==> src/hw/rtl/swc_pkg.sv <==
// Shared types and constants for the waterfall spectrum colormap.
`timescale 1ns / 1ps
`default_nettype none

package swc_pkg;

    localparam int QW      = 16;                  // Q7.8 level width
    localparam int ScaleW  = 7;
    localparam int WeightW = ScaleW + 1;          // signed blend weight
    localparam int OffW    = QW + 1;              // global max plus 5 dB
    localparam int ProdW   = OffW + WeightW;
    localparam int SumW    = ProdW + 1;
    localparam int DiffW   = SumW + 1;
    localparam int DenW    = 23;                  // positive range (x100) fits here
    localparam int NumW    = DenW + 8;            // numerator times 255
    localparam int IdxW    = 8;
    localparam int SegW    = 6;                   // offset inside a ramp segment
    localparam int XW      = SegW + 7;            // offset times 128

    localparam int InDataW  = 5 * QW;
    localparam int OutDataW = 4 * IdxW;

    localparam logic [ScaleW-1:0]      MaxPct = 7'd100;
    localparam logic signed [OffW-1:0] FiveDb = 17'sd1280;
    localparam logic [WeightW-1:0]     Hundred = 8'd100;

    localparam logic [IdxW-1:0] Knot1 = 8'd51;
    localparam logic [IdxW-1:0] Knot2 = 8'd102;
    localparam logic [IdxW-1:0] Knot3 = 8'd153;
    localparam logic [IdxW-1:0] Knot4 = 8'd204;
    localparam logic [IdxW-1:0] DarkBlue = 8'd128;
    localparam logic [IdxW-1:0] Full     = 8'd255;

    // floor(x / 51) = (x * RecipMul) >> RecipSh for x up to 6528
    localparam int RecipMulW = 15;
    localparam logic [RecipMulW-1:0] RecipMul = 15'd20561;
    localparam int RecipSh  = 20;
    localparam int RecipPW  = XW + RecipMulW;

    typedef enum logic [2:0] {
        SEG_BLACK_DKBLUE,
        SEG_DKBLUE_BLUE,
        SEG_BLUE_YELLOW,
        SEG_YELLOW_RED,
        SEG_RED_WHITE
    } swc_seg_t;

    typedef struct packed {
        logic valid;
        logic last;
        logic sat;     // index forced to full scale
    } swc_side_t;

endpackage

`default_nettype wire

==> src/hw/rtl/swc_div.sv <==
// Pipelined restoring divider, one quotient bit per stage.
`timescale 1ns / 1ps
`default_nettype none

module swc_div (
    input  wire logic                       clk,
    input  wire logic                       rst_n,
    input  wire logic                       en,
    input  wire swc_pkg::swc_side_t         in_side,
    input  wire logic [swc_pkg::NumW-1:0]   in_num,
    input  wire logic [swc_pkg::DenW-1:0]   in_den,
    output swc_pkg::swc_side_t              out_side,
    output logic [swc_pkg::IdxW-1:0]        out_quo
);

    localparam int Stages = swc_pkg::IdxW;

    swc_pkg::swc_side_t            side_reg [Stages];
    logic [swc_pkg::NumW-1:0]      rem_reg  [Stages];
    logic [swc_pkg::DenW-1:0]      den_reg  [Stages];
    logic [swc_pkg::IdxW-1:0]      quo_reg  [Stages];

    for (genvar j = 0; j < Stages; j++) begin : g_stage
        localparam int Sh = Stages - 1 - j;

        swc_pkg::swc_side_t        side_in;
        logic [swc_pkg::NumW-1:0]  rem_in;
        logic [swc_pkg::DenW-1:0]  den_in;
        logic [swc_pkg::IdxW-1:0]  quo_in;
        logic [swc_pkg::NumW-1:0]  dsh;
        logic                      ge;
        logic [swc_pkg::NumW-1:0]  rem_next;
        logic [swc_pkg::IdxW-1:0]  quo_next;

        if (j == 0) begin : g_first
            assign side_in = in_side;
            assign rem_in  = in_num;
            assign den_in  = in_den;
            assign quo_in  = '0;
        end
        else begin : g_rest
            assign side_in = side_reg[j-1];
            assign rem_in  = rem_reg[j-1];
            assign den_in  = den_reg[j-1];
            assign quo_in  = quo_reg[j-1];
        end

        assign dsh      = swc_pkg::NumW'(den_in) << Sh;
        assign ge       = (rem_in >= dsh);
        assign rem_next = ge ? (rem_in - dsh) : rem_in;
        assign quo_next = {quo_in[swc_pkg::IdxW-2:0], ge};

        always_ff @(posedge clk or negedge rst_n)
        begin
            if (!rst_n)
            begin
                side_reg[j] <= '0;
            end
            else if (en)
            begin
                side_reg[j] <= side_in;
            end
        end

        always_ff @(posedge clk)
        begin
            if (en)
            begin
                rem_reg[j] <= rem_next;
                den_reg[j] <= den_in;
                quo_reg[j] <= quo_next;
            end
        end
    end

    assign out_side = side_reg[Stages-1];
    assign out_quo  = side_reg[Stages-1].sat ? swc_pkg::Full : quo_reg[Stages-1];

endmodule

`default_nettype wire

==> src/hw/rtl/swc_ramp.sv <==
// Five-segment color ramp lookup, two register stages.
`timescale 1ns / 1ps
`default_nettype none

module swc_ramp (
    input  wire logic                    clk,
    input  wire logic                    rst_n,
    input  wire logic                    en,
    input  wire swc_pkg::swc_side_t      in_side,
    input  wire logic [swc_pkg::IdxW-1:0] in_idx,
    output swc_pkg::swc_side_t           out_side,
    output logic [swc_pkg::IdxW-1:0]     red,
    output logic [swc_pkg::IdxW-1:0]     green,
    output logic [swc_pkg::IdxW-1:0]     blue,
    output logic [swc_pkg::IdxW-1:0]     level_index
);

    // stage A: segment and offset
    swc_pkg::swc_side_t          a_side_reg;
    swc_pkg::swc_seg_t           a_seg_reg, a_seg_next;
    logic [swc_pkg::IdxW-1:0]    a_idx_reg;
    logic [swc_pkg::IdxW-1:0]    a_five_reg, a_five_next;
    logic [swc_pkg::XW-1:0]      a_x128_reg, a_x128_next;
    logic [swc_pkg::XW-1:0]      a_x127_reg, a_x127_next;
    logic [swc_pkg::IdxW-1:0]    knot;
    logic [swc_pkg::IdxW-1:0]    off_full;
    logic [swc_pkg::SegW-1:0]    off;

    always_comb
    begin
        if (in_idx >= swc_pkg::Knot4)
        begin
            a_seg_next = swc_pkg::SEG_RED_WHITE;
            knot       = swc_pkg::Knot4;
        end
        else if (in_idx >= swc_pkg::Knot3)
        begin
            a_seg_next = swc_pkg::SEG_YELLOW_RED;
            knot       = swc_pkg::Knot3;
        end
        else if (in_idx >= swc_pkg::Knot2)
        begin
            a_seg_next = swc_pkg::SEG_BLUE_YELLOW;
            knot       = swc_pkg::Knot2;
        end
        else if (in_idx >= swc_pkg::Knot1)
        begin
            a_seg_next = swc_pkg::SEG_DKBLUE_BLUE;
            knot       = swc_pkg::Knot1;
        end
        else
        begin
            a_seg_next = swc_pkg::SEG_BLACK_DKBLUE;
            knot       = '0;
        end
    end

    assign off_full    = in_idx - knot;
    assign off         = off_full[swc_pkg::SegW-1:0];
    assign a_five_next = swc_pkg::IdxW'({off, 2'b00}) + swc_pkg::IdxW'(off);
    assign a_x128_next = {off, 7'b0};
    assign a_x127_next = a_x128_next - swc_pkg::XW'(off);

    always_ff @(posedge clk or negedge rst_n)
    begin
        if (!rst_n)
        begin
            a_side_reg <= '0;
        end
        else if (en)
        begin
            a_side_reg <= in_side;
        end
    end

    always_ff @(posedge clk)
    begin
        if (en)
        begin
            a_seg_reg  <= a_seg_next;
            a_idx_reg  <= in_idx;
            a_five_reg <= a_five_next;
            a_x128_reg <= a_x128_next;
            a_x127_reg <= a_x127_next;
        end
    end

    // stage B: divide by 51 via reciprocal, pick components
    swc_pkg::swc_side_t          b_side_reg;
    logic [swc_pkg::IdxW-1:0]    b_red_reg, b_red_next;
    logic [swc_pkg::IdxW-1:0]    b_green_reg, b_green_next;
    logic [swc_pkg::IdxW-1:0]    b_blue_reg, b_blue_next;
    logic [swc_pkg::IdxW-1:0]    b_idx_reg;
    logic [swc_pkg::RecipPW-1:0] p128, p127;
    logic [swc_pkg::IdxW-1:0]    q128, q127;

    assign p128 = swc_pkg::RecipPW'(a_x128_reg) * swc_pkg::RecipPW'(swc_pkg::RecipMul);
    assign p127 = swc_pkg::RecipPW'(a_x127_reg) * swc_pkg::RecipPW'(swc_pkg::RecipMul);
    assign q128 = p128[swc_pkg::RecipSh +: swc_pkg::IdxW];
    assign q127 = p127[swc_pkg::RecipSh +: swc_pkg::IdxW];

    always_comb
    begin
        unique case (a_seg_reg)
            swc_pkg::SEG_BLACK_DKBLUE:
            begin
                b_red_next   = '0;
                b_green_next = '0;
                b_blue_next  = q128;
            end
            swc_pkg::SEG_DKBLUE_BLUE:
            begin
                b_red_next   = '0;
                b_green_next = '0;
                b_blue_next  = swc_pkg::DarkBlue + q127;
            end
            swc_pkg::SEG_BLUE_YELLOW:
            begin
                b_red_next   = a_five_reg;
                b_green_next = a_five_reg;
                b_blue_next  = swc_pkg::Full - a_five_reg;
            end
            swc_pkg::SEG_YELLOW_RED:
            begin
                b_red_next   = swc_pkg::Full;
                b_green_next = swc_pkg::Full - a_five_reg;
                b_blue_next  = '0;
            end
            swc_pkg::SEG_RED_WHITE:
            begin
                b_red_next   = swc_pkg::Full;
                b_green_next = a_five_reg;
                b_blue_next  = a_five_reg;
            end
            default:
            begin
                b_red_next   = '0;
                b_green_next = '0;
                b_blue_next  = '0;
            end
        endcase
    end

    always_ff @(posedge clk or negedge rst_n)
    begin
        if (!rst_n)
        begin
            b_side_reg <= '0;
        end
        else if (en)
        begin
            b_side_reg <= a_side_reg;
        end
    end

    always_ff @(posedge clk)
    begin
        if (en)
        begin
            b_red_reg   <= b_red_next;
            b_green_reg <= b_green_next;
            b_blue_reg  <= b_blue_next;
            b_idx_reg   <= a_idx_reg;
        end
    end

    assign out_side    = b_side_reg;
    assign red         = b_red_reg;
    assign green       = b_green_reg;
    assign blue        = b_blue_reg;
    assign level_index = b_idx_reg;

endmodule

`default_nettype wire

==> src/hw/rtl/spectrum_waterfall_colormap.sv <==
// Top level: waterfall spectrum colormap, spectrum bin in, RGB pixel out.
//
//  channel  dir  handshake            payload
//  s_*      in   s_tvalid/s_tready    s_tdata: bin_value, global_max, global_min,
//                                     local_max, local_min; s_tlast: row_last
//  m_*      out  m_tvalid/m_tready    m_tdata: red, green, blue, level_index;
//                                     m_tlast: pixel_last
//  cfg_*    in   cfg_we               cfg_wdata: scale_percent
//
// One transaction per clock sustained unless m_tready stalls the output; 4 limit/normalize
// stages, 8 divider stages, 2 ramp stages.
// Reset clears all valid bits and sets scale_percent to 0.
// A stall on m_tready freezes the whole pipeline; s_tready drops in the same cycle.
// Bins with an empty or negative range are dropped at the normalize stage.
`timescale 1ns / 1ps
`default_nettype none

module spectrum_waterfall_colormap (
    input  wire logic                            clk,
    input  wire logic                            rst_n,
    input  wire logic                            cfg_we,
    input  wire logic [swc_pkg::ScaleW-1:0]      cfg_wdata,
    input  wire logic                            s_tvalid,
    output logic                                 s_tready,
    // bin_value, global_max, global_min, local_max, local_min (16 bits each)
    input  wire logic [swc_pkg::InDataW-1:0]     s_tdata,
    input  wire logic                            s_tlast,
    output logic                                 m_tvalid,
    input  wire logic                            m_tready,
    // red, green, blue, level_index (8 bits each)
    output logic [swc_pkg::OutDataW-1:0]         m_tdata,
    output logic                                 m_tlast
);

    localparam int QW = swc_pkg::QW;

    logic adv;

    // scale register, stored saturated
    logic [swc_pkg::ScaleW-1:0] scale_reg, scale_next;

    assign scale_next = (cfg_wdata > swc_pkg::MaxPct) ? swc_pkg::MaxPct : cfg_wdata;

    always_ff @(posedge clk or negedge rst_n)
    begin
        if (!rst_n)
        begin
            scale_reg <= '0;
        end
        else if (cfg_we)
        begin
            scale_reg <= scale_next;
        end
    end

    // stage 1: weighted products
    logic signed [QW-1:0]                 bin_in, gmax_in, gmin_in, lmax_in, lmin_in;
    logic signed [swc_pkg::OffW-1:0]      gmax_off;
    logic signed [swc_pkg::WeightW-1:0]   w_glob, w_loc, w_hundred;
    swc_pkg::swc_side_t                   s1_side_reg, s1_side_next;
    logic signed [swc_pkg::ProdW-1:0]     s1_tg_reg, s1_tg_next;
    logic signed [swc_pkg::ProdW-1:0]     s1_tl_reg, s1_tl_next;
    logic signed [swc_pkg::ProdW-1:0]     s1_bg_reg, s1_bg_next;
    logic signed [swc_pkg::ProdW-1:0]     s1_bl_reg, s1_bl_next;
    logic signed [swc_pkg::ProdW-1:0]     s1_bin_reg, s1_bin_next;

    assign bin_in  = s_tdata[0*QW +: QW];
    assign gmax_in = s_tdata[1*QW +: QW];
    assign gmin_in = s_tdata[2*QW +: QW];
    assign lmax_in = s_tdata[3*QW +: QW];
    assign lmin_in = s_tdata[4*QW +: QW];

    assign gmax_off  = swc_pkg::OffW'(gmax_in) + swc_pkg::FiveDb;
    assign w_loc     = signed'({1'b0, scale_reg});
    assign w_glob    = signed'(swc_pkg::Hundred - swc_pkg::WeightW'(scale_reg));
    assign w_hundred = signed'(swc_pkg::Hundred);

    assign s1_side_next = '{valid: s_tvalid, last: s_tlast, sat: 1'b0};
    assign s1_tg_next   = swc_pkg::ProdW'(gmax_off) * swc_pkg::ProdW'(w_glob);
    assign s1_tl_next   = swc_pkg::ProdW'(lmax_in) * swc_pkg::ProdW'(w_loc);
    assign s1_bg_next   = swc_pkg::ProdW'(gmin_in) * swc_pkg::ProdW'(w_glob);
    assign s1_bl_next   = swc_pkg::ProdW'(lmin_in) * swc_pkg::ProdW'(w_loc);
    assign s1_bin_next  = swc_pkg::ProdW'(bin_in) * swc_pkg::ProdW'(w_hundred);

    // stage 2: blended limits
    swc_pkg::swc_side_t                s2_side_reg;
    logic signed [swc_pkg::SumW-1:0]   s2_top_reg, s2_top_next;
    logic signed [swc_pkg::SumW-1:0]   s2_bot_reg, s2_bot_next;
    logic signed [swc_pkg::SumW-1:0]   s2_bin_reg, s2_bin_next;

    assign s2_top_next = swc_pkg::SumW'(s1_tg_reg) + swc_pkg::SumW'(s1_tl_reg);
    assign s2_bot_next = swc_pkg::SumW'(s1_bg_reg) + swc_pkg::SumW'(s1_bl_reg);
    assign s2_bin_next = swc_pkg::SumW'(s1_bin_reg);

    // stage 3: range and offset
    swc_pkg::swc_side_t                s3_side_reg;
    logic signed [swc_pkg::DiffW-1:0]  s3_range_reg, s3_range_next;
    logic signed [swc_pkg::DiffW-1:0]  s3_num_reg, s3_num_next;

    assign s3_range_next = swc_pkg::DiffW'(s2_top_reg) - swc_pkg::DiffW'(s2_bot_reg);
    assign s3_num_next   = swc_pkg::DiffW'(s2_bin_reg) - swc_pkg::DiffW'(s2_bot_reg);

    // stage 4: classify, scale numerator by 255
    swc_pkg::swc_side_t                s4_side_reg, s4_side_next;
    logic [swc_pkg::NumW-1:0]          s4_num_reg, s4_num_next;
    logic [swc_pkg::DenW-1:0]          s4_den_reg;
    logic                              range_pos, num_low, num_high;
    logic [swc_pkg::DenW-1:0]          num_lo, range_lo;

    assign range_pos = (s3_range_reg > 0);
    assign num_low   = (s3_num_reg <= 0);
    assign num_high  = (s3_num_reg >= s3_range_reg);
    assign num_lo    = s3_num_reg[swc_pkg::DenW-1:0];
    assign range_lo  = s3_range_reg[swc_pkg::DenW-1:0];

    assign s4_side_next = '{valid: s3_side_reg.valid && range_pos,
                            last:  s3_side_reg.last,
                            sat:   num_high};
    assign s4_num_next  = (num_low || num_high) ? '0
                        : ({num_lo, 8'b0} - swc_pkg::NumW'(num_lo));

    always_ff @(posedge clk or negedge rst_n)
    begin
        if (!rst_n)
        begin
            s1_side_reg <= '0;
            s2_side_reg <= '0;
            s3_side_reg <= '0;
            s4_side_reg <= '0;
        end
        else if (adv)
        begin
            s1_side_reg <= s1_side_next;
            s2_side_reg <= s1_side_reg;
            s3_side_reg <= s2_side_reg;
            s4_side_reg <= s4_side_next;
        end
    end

    always_ff @(posedge clk)
    begin
        if (adv)
        begin
            s1_tg_reg    <= s1_tg_next;
            s1_tl_reg    <= s1_tl_next;
            s1_bg_reg    <= s1_bg_next;
            s1_bl_reg    <= s1_bl_next;
            s1_bin_reg   <= s1_bin_next;
            s2_top_reg   <= s2_top_next;
            s2_bot_reg   <= s2_bot_next;
            s2_bin_reg   <= s2_bin_next;
            s3_range_reg <= s3_range_next;
            s3_num_reg   <= s3_num_next;
            s4_num_reg   <= s4_num_next;
            s4_den_reg   <= range_lo;
        end
    end

    // divider and ramp
    swc_pkg::swc_side_t         div_side;
    logic [swc_pkg::IdxW-1:0]   div_quo;
    swc_pkg::swc_side_t         out_side;
    logic [swc_pkg::IdxW-1:0]   red, green, blue, level_index;

    swc_div u_div (
        .clk      (clk),
        .rst_n    (rst_n),
        .en       (adv),
        .in_side  (s4_side_reg),
        .in_num   (s4_num_reg),
        .in_den   (s4_den_reg),
        .out_side (div_side),
        .out_quo  (div_quo)
    );

    swc_ramp u_ramp (
        .clk         (clk),
        .rst_n       (rst_n),
        .en          (adv),
        .in_side     (div_side),
        .in_idx      (div_quo),
        .out_side    (out_side),
        .red         (red),
        .green       (green),
        .blue        (blue),
        .level_index (level_index)
    );

    assign adv      = !out_side.valid || m_tready;
    assign s_tready = adv;
    assign m_tvalid = out_side.valid;
    assign m_tlast  = out_side.last;
    assign m_tdata  = {level_index, blue, green, red};

    // checks
    a_scale_sat: assert property (@(posedge clk) disable iff (!rst_n)
        scale_reg <= swc_pkg::MaxPct)
        else $error("scale register above 100");

    a_full_white: assert property (@(posedge clk) disable iff (!rst_n)
        m_tvalid && (level_index == swc_pkg::Full)
        |-> (red == swc_pkg::Full) && (green == swc_pkg::Full) && (blue == swc_pkg::Full))
        else $error("full-scale index not white");

    a_zero_black: assert property (@(posedge clk) disable iff (!rst_n)
        m_tvalid && (level_index == '0) |-> (red == '0) && (green == '0) && (blue == '0))
        else $error("zero index not black");

    a_red_ramp: assert property (@(posedge clk) disable iff (!rst_n)
        m_tvalid && (red != '0) && (red != swc_pkg::Full)
        |-> (level_index >= swc_pkg::Knot2) && (level_index < swc_pkg::Knot3))
        else $error("partial red outside blue-yellow segment");

    a_drop_empty: assert property (@(posedge clk) disable iff (!rst_n)
        adv && s3_side_reg.valid && !range_pos |=> !s4_side_reg.valid)
        else $error("bin with empty range entered divider");

endmodule

`default_nettype wire

==> config.mk <==
export PLATFORM = sky130hd
export DESIGN_NAME = spectrum_waterfall_colormap
export DESIGN_NICKNAME = d
export VERILOG_FILES = /design/src/hw/rtl/swc_pkg.sv /design/src/hw/rtl/swc_div.sv /design/src/hw/rtl/swc_ramp.sv /design/src/hw/rtl/spectrum_waterfall_colormap.sv
export SDC_FILE = /design/constraint.sdc
export NUM_CORES = 2
export LEC_CHECK = 0
export ABC_AREA = 0
export BUFFER_PORTS_ARGS = -buffer_cell sky130_fd_sc_hd__buf_4
export CAP_MARGIN = 5
export CORE_ASPECT_RATIO = 0.6
export CORE_MARGIN = 2
export CORE_UTILIZATION = 39
export CTS_BUF_LIST = sky130_fd_sc_hd__clkbuf_16
export DETAILED_ROUTE_END_ITERATION = 7
export GPL_ROUTABILITY_DRIVEN = 0
export PLACE_DENSITY_LB_ADDON = 0.15
export SLEW_MARGIN = 25
export SYNTH_ARGS = -nofsm -noshare
export SYNTH_HDL_FRONTEND = slang
export SYNTH_SLANG_ARGS = --single-unit
export TNS_END_PERCENT = 10
==> constraint.sdc <==
create_clock -name clk -period 33.6 [get_ports clk]
set_clock_uncertainty 0.1 [all_clocks]
set_input_delay 3.36 -clock clk [delete_from_list [all_inputs] [get_ports clk]]
set_output_delay 3.36 -clock clk [all_outputs]
set_load 0.02 [all_outputs]
# [Word-level counts from Yosys, hierarchy flattened]
# Memories as Yosys holds them, arrays and structs flattened.
# Index checks and enable logic that the tools add are counted.
[totals] regBits=415 mem_bits_rw=496 out_inout_bits=35 n_memories=3
[classes] addsub=20 mul=7 n_lt_le_gt_ge=16 eq_ne=4 muxes=22 n_reduce_logical=7
[memory_table] memory="u_div.rem_reg" depth=8 width=31 read_ports=7 rd_ports_with_merged_regs=0 wr=8 line_no="swc_div.sv:19" source="logic [swc_pkg::NumW-1:0] rem_reg [Stages];"
[memory_table] memory="u_div.den_reg" depth=8 width=23 read_ports=7 rd_ports_with_merged_regs=0 wr=8 line_no="swc_div.sv:20" source="logic [swc_pkg::DenW-1:0] den_reg [Stages];"
[memory_table] memory="u_div.quo_reg" depth=8 width=8 read_ports=8 rd_ports_with_merged_regs=0 wr=8 line_no="swc_div.sv:21" source="logic [swc_pkg::IdxW-1:0] quo_reg [Stages];"
[ops] cell="31-bit 2-to-1 mux" count=8
[ops] cell="16-bit by 8-bit multiplier with 24-bit output" count=3
[ops] cell="31-bit by 23-bit subtractor with 31-bit output" count=2
[ops] cell="8-bit case mux with 2 select lines" count=2
[ops] cell="8-bit case mux with 4 select lines" count=1
[ops] cell="31-bit by 23-bit greater-or-equal comparator with 1-bit output" count=1
[ops] cell="31-bit by 24-bit greater-or-equal comparator with 1-bit output" count=1
[ops] cell="31-bit by 25-bit greater-or-equal comparator with 1-bit output" count=1
[ops] cell="31-bit by 26-bit greater-or-equal comparator with 1-bit output" count=1
[ops] cell="31-bit by 27-bit greater-or-equal comparator with 1-bit output" count=1
[ops] cell="31-bit by 28-bit greater-or-equal comparator with 1-bit output" count=1
[ops] cell="31-bit by 29-bit greater-or-equal comparator with 1-bit output" count=1
[ops] cell="31-bit by 30-bit greater-or-equal comparator with 1-bit output" count=1
[ops] cell="31-bit by 24-bit subtractor with 31-bit output" count=1
[ops] cell="31-bit by 25-bit subtractor with 31-bit output" count=1
[ops] cell="31-bit by 26-bit subtractor with 31-bit output" count=1
[ops] cell="31-bit by 27-bit subtractor with 31-bit output" count=1
[ops] cell="31-bit by 28-bit subtractor with 31-bit output" count=1
[ops] cell="31-bit by 29-bit subtractor with 31-bit output" count=1
[ops] cell="31-bit by 30-bit subtractor with 31-bit output" count=1
[ops] cell="13-bit by 15-bit multiplier with 28-bit output, second input constant" count=1
[ops] cell="27-bit greater-or-equal comparator" count=1
[ops] cell="27-bit by 1-bit > comparator with 1-bit output, second input constant" count=1
[ops] cell="27-bit by 1-bit less-or-equal comparator with 1-bit output, second input constant" count=1
[ops] cell="31 further kinds" count=41

# [Longest topological paths before layout]
# An unclocked memory read counts as a cell.
[logic_depth] depth_word=9 mapped_depth=28 depth_no_buf=27

# [Hierarchy]
# A second synthesis with hierarchy kept.
[hier_totals] hier_cells=6414 hier_area_um2=66752.8
[modules_own_cells] mod="spectrum_waterfall_colormap" instances=1 cells_per_inst=3553 area_per_inst_um2=35526.6 seq_area_each_um2=9409.0
[modules_own_cells] mod="swc_div" instances=1 cells_per_inst=2318 area_per_inst_um2=25336.8 seq_area_each_um2=13032.5
[modules_own_cells] mod="swc_ramp" instances=1 cells_per_inst=543 area_per_inst_um2=5889.4 seq_area_each_um2=2162.1

# [Worst setup path before layout]
# Ideal clock, no wire load.
[synth_timing] path_type="input to output" from="input m_tready" to="output s_tready" arrival_time_ns=25.194 setup_slack_ns=4.946 path_stages=3 path_cell_list="nand2b_1 clkbuf_1 buf_1"
[synth_via] elab_chain_len=1
[synth_rtl] element="from (decl)" line_no="spectrum_waterfall_colormap.sv:29" source="input wire logic m_tready,"
[synth_rtl] element="1-bit logical OR" line_no="spectrum_waterfall_colormap.sv:189" source="assign adv = !out_side.valid || m_tready;"
[synth_rtl] element="to (decl)" line_no="spectrum_waterfall_colormap.sv:24" source="output logic s_tready,"
# No other way between the ends.

# [Worst setup path after layout]
[layout_timing] from="register scale_reg[0] (netlist bit)" to="register s1_tg_reg[24] (netlist bit) (data pin)"
[layout_via] elab_chain_len=2
[layout_rtl] element="from (decl)" line_no="spectrum_waterfall_colormap.sv:40" source="logic [swc_pkg::ScaleW-1:0] scale_reg, scale_next;"
[layout_rtl] element="from (signal assigned)" line_no="spectrum_waterfall_colormap.sv:52" source="scale_reg <= scale_next;"
[layout_rtl] element="7-bit by 7-bit subtractor with 8-bit output" line_no="spectrum_waterfall_colormap.sv:75" source="assign w_glob = signed'(swc_pkg::Hundred - swc_pkg::WeightW'(scale_reg));"
[layout_rtl] element="17-bit by 8-bit multiplier with 25-bit output" line_no="spectrum_waterfall_colormap.sv:79" source="assign s1_tg_next = swc_pkg::ProdW'(gmax_off) * swc_pkg::ProdW'(w_glob);"
[layout_rtl] element="net s1_tg_next (one bit)" line_no="spectrum_waterfall_colormap.sv:61" source="logic signed [swc_pkg::ProdW-1:0] s1_tg_reg, s1_tg_next;"
[layout_rtl] element="to (signal assigned)" line_no="spectrum_waterfall_colormap.sv:144" source="s1_tg_reg <= s1_tg_next;"
[layout_rtl] element="to (decl)" line_no="spectrum_waterfall_colormap.sv:61"
# The timed path passes the listed nets, and every way through them passes these cells.
# A chain may end at the register's enable or synchronous reset.

==> results.toml <==
[timing]
fin_tns_setup_ns = 0
maxSlewHeadroom = 0.250
setup_viol = 0
fmax_mhz = 122
rsz0062_at_grt = "no"
tightest_slew_ns = 1.12
maxSlewViolCount = 0
finalCriticalPeriod_ns = 8.17
hold_violations = 0
finalCritPeriodShare = 0.243

[logic_synthesis]
synth-edff-count = 781
yosysWarnings = 0
ys_top_cells_by_area = "edfxtp_1 (36%), fa_1 (13%), ha_1 (13%)"
syn_avg_cell_area_um2 = 10.6
syn_nets = 7268
yosysTopAreaCell = "edfxtp_1"
synth_flop_cell = "edfxtp_1"
synthDistinctLibCells = 84
synth_cells = 6085
synth_top_area_frac = 0.363
async_flop_share = 0.0533
syn_area_um2 = 64500
yosysSeqAreaShare = 0.381
synthTopCellsByCount = "inv_1 (965), edfxtp_1 (781), ha_1 (663)"
yosys_register_bits = 825
synth.most_common_cell = "inv_1"

[cts]
cts_resized = 0
hold_buffers = 0
cts_tree = "done"
htree_levels = 3
clkTransAtPathRegs_ns = 0.07
clock_path_buffers = 3
cts_root_buf = "clkbuf_16"
cts_buffers = 89
clkLatencyLatePin_ns = 0.72
clock-sinks = 825
post_cts_buffers = 0

[place]
io_buffer_count = 127
hpwl_mm = 128

[final_layout]
largest_reg_flops = 217
nets = 7425
n_fill_cell = 15700
area_growth_pct = 10.2
drive_gt1_frac = 0.0694

[routing]
drt-pass1-iter-count = 5
post-route-drc-count = 0
drtIter0Drc = 3738
wl_per_cell_um = 19.0
avgViaCountPerCell = 5.14
num_vias = 43600
wirelength_mm = 161
antenna_left = 0

[critical_path]
cp_max_fo = 47
cp.arrival_ns = 8.52
criticalPathCategory = "reg2reg"
crit_required_ns = 33.95
critPathLaunchType = "flop"
critPathCaptureType = "flop"

[die]
dieArea_um2 = 169000
dieHeight_um = 319
ios = 128
start_util = 0.393
row_count = 115
fp.coreArea_um2 = 164000
fp.dieW_um = 529

[global_route]
grt_overflow = 0
grt_first_pass_wirelength_mm = 255
grt_usage = 0.194
grt_pass1_vias = 43300
grt_max_degree = 154
antenna_found_initial = 11

[flow_run]
drv_cap = 0

[run_status]
status = "finished clean"

[worst_hold_path]
hp-class = "reg2reg"
through the flow:
stage | hold WS, ns | area [um2] | instances | worst slack [ns] | util
floorplan | 0.300 | 64500 | 6085 | 4.95 | -
global placement | 0.302 | 68200 | 8314 | 24.71 | 0.416
detailed placement | 0.305 | 68300 | 8315 | 24.80 | 0.416
CTS | 0.313 | 71100 | 8478 | 25.52 | 0.434
global route | 0.321 | 71100 | 8479 | 24.93 | 0.434
finish | 0.314 | 71100 | 8481 | 25.43 | 0.434
cell usage in the layout, fill, tap and decap left out, types with 167 or more instances in the layout:
cell,synthesis,layout
o21ai_0,284,284
inv_1,965,980
a21oi_1,325,325
edfxtp_1,781,781
nor2_1,361,361
xnor2_1,270,267
buf_4,0,167
fa_1,427,427
ha_1,663,663
and2_1,329,329
nand2_1,343,343
layer usage:
metal,vias up,wire length [um],track usage
li1,21100,-,-
met1,21300,88300,0.321
met2,1060,56800,0.242
met3,126,14600,0.0635
met4,2,1700,0.0245
met5,-,10,0
cell type report:
type,count,area (um2),area share
clock inverter,71,569,0.00800
timing repair buffer,169,1290,0.0182
multi-input combinational,4190,36100,0.507
antenna,3,7.51,0.000106
inverter,967,3630,0.0510
tap,2164,2710,0.0381
clock buffer,92,2300,0.0324
sequential,825,24600,0.345
cells by family after synthesis:
logic type / after synthesis / share of synthesized area
fa+ha+maj: 1090 / 0.261
buf+inv: 1070 / 0.0625
flops: 825 / 0.381
xor+xnor: 417 / 0.0566
simple gates: 1497 / 0.117
compound gates: 1100 / 0.108
mux: 86 / 0.0148
critical path, stage by stage (launching register included):
cell      delay (ns)
dfrtp_2         0.60
buf_4           0.57
clkinv_1        0.57
ha_1            0.48
inv_1           0.08
a21oi_1         0.13
inv_1           0.09
o21ai_0         0.16
xor2_2          0.17
buf_4           0.35
nand2_1         0.13
fa_1            0.50
fa_1            0.50
inv_1           0.06
fa_1            0.49
inv_1           0.06
fa_1            0.50
inv_1           0.05
ha_1            0.31
o21a_1          0.13
o21ai_0         0.33
a21oi_1         0.14
o21a_1          0.21
o31ai_1         0.35
a31oi_1         0.25
a41o_1          0.30
a21oi_1         0.17
xnor2_1         0.09
worst paths after layout:
check | from | endpoint | slack (ns) | depth (start not counted)
max | scale_reg[0] | s1_tg_reg[24] | 25.43 | 27
min | s1_bin_reg[13] | s2_bin_reg[13] | 0.31 | 0
max reg2reg | scale_reg[0] | s1_tg_reg[24] | 25.43 | 27
min reg2reg | s1_bin_reg[13] | s2_bin_reg[13] | 0.31 | 0
max in group asynchronous | rst_n | scale_reg[0] | 30.20 | 1
min in group asynchronous | rst_n | s1_side_reg[1] | 2.61 | 1
Power is not shown: default switching activity piles up to over one toggle a cycle in this logic, so the estimate is an artifact.
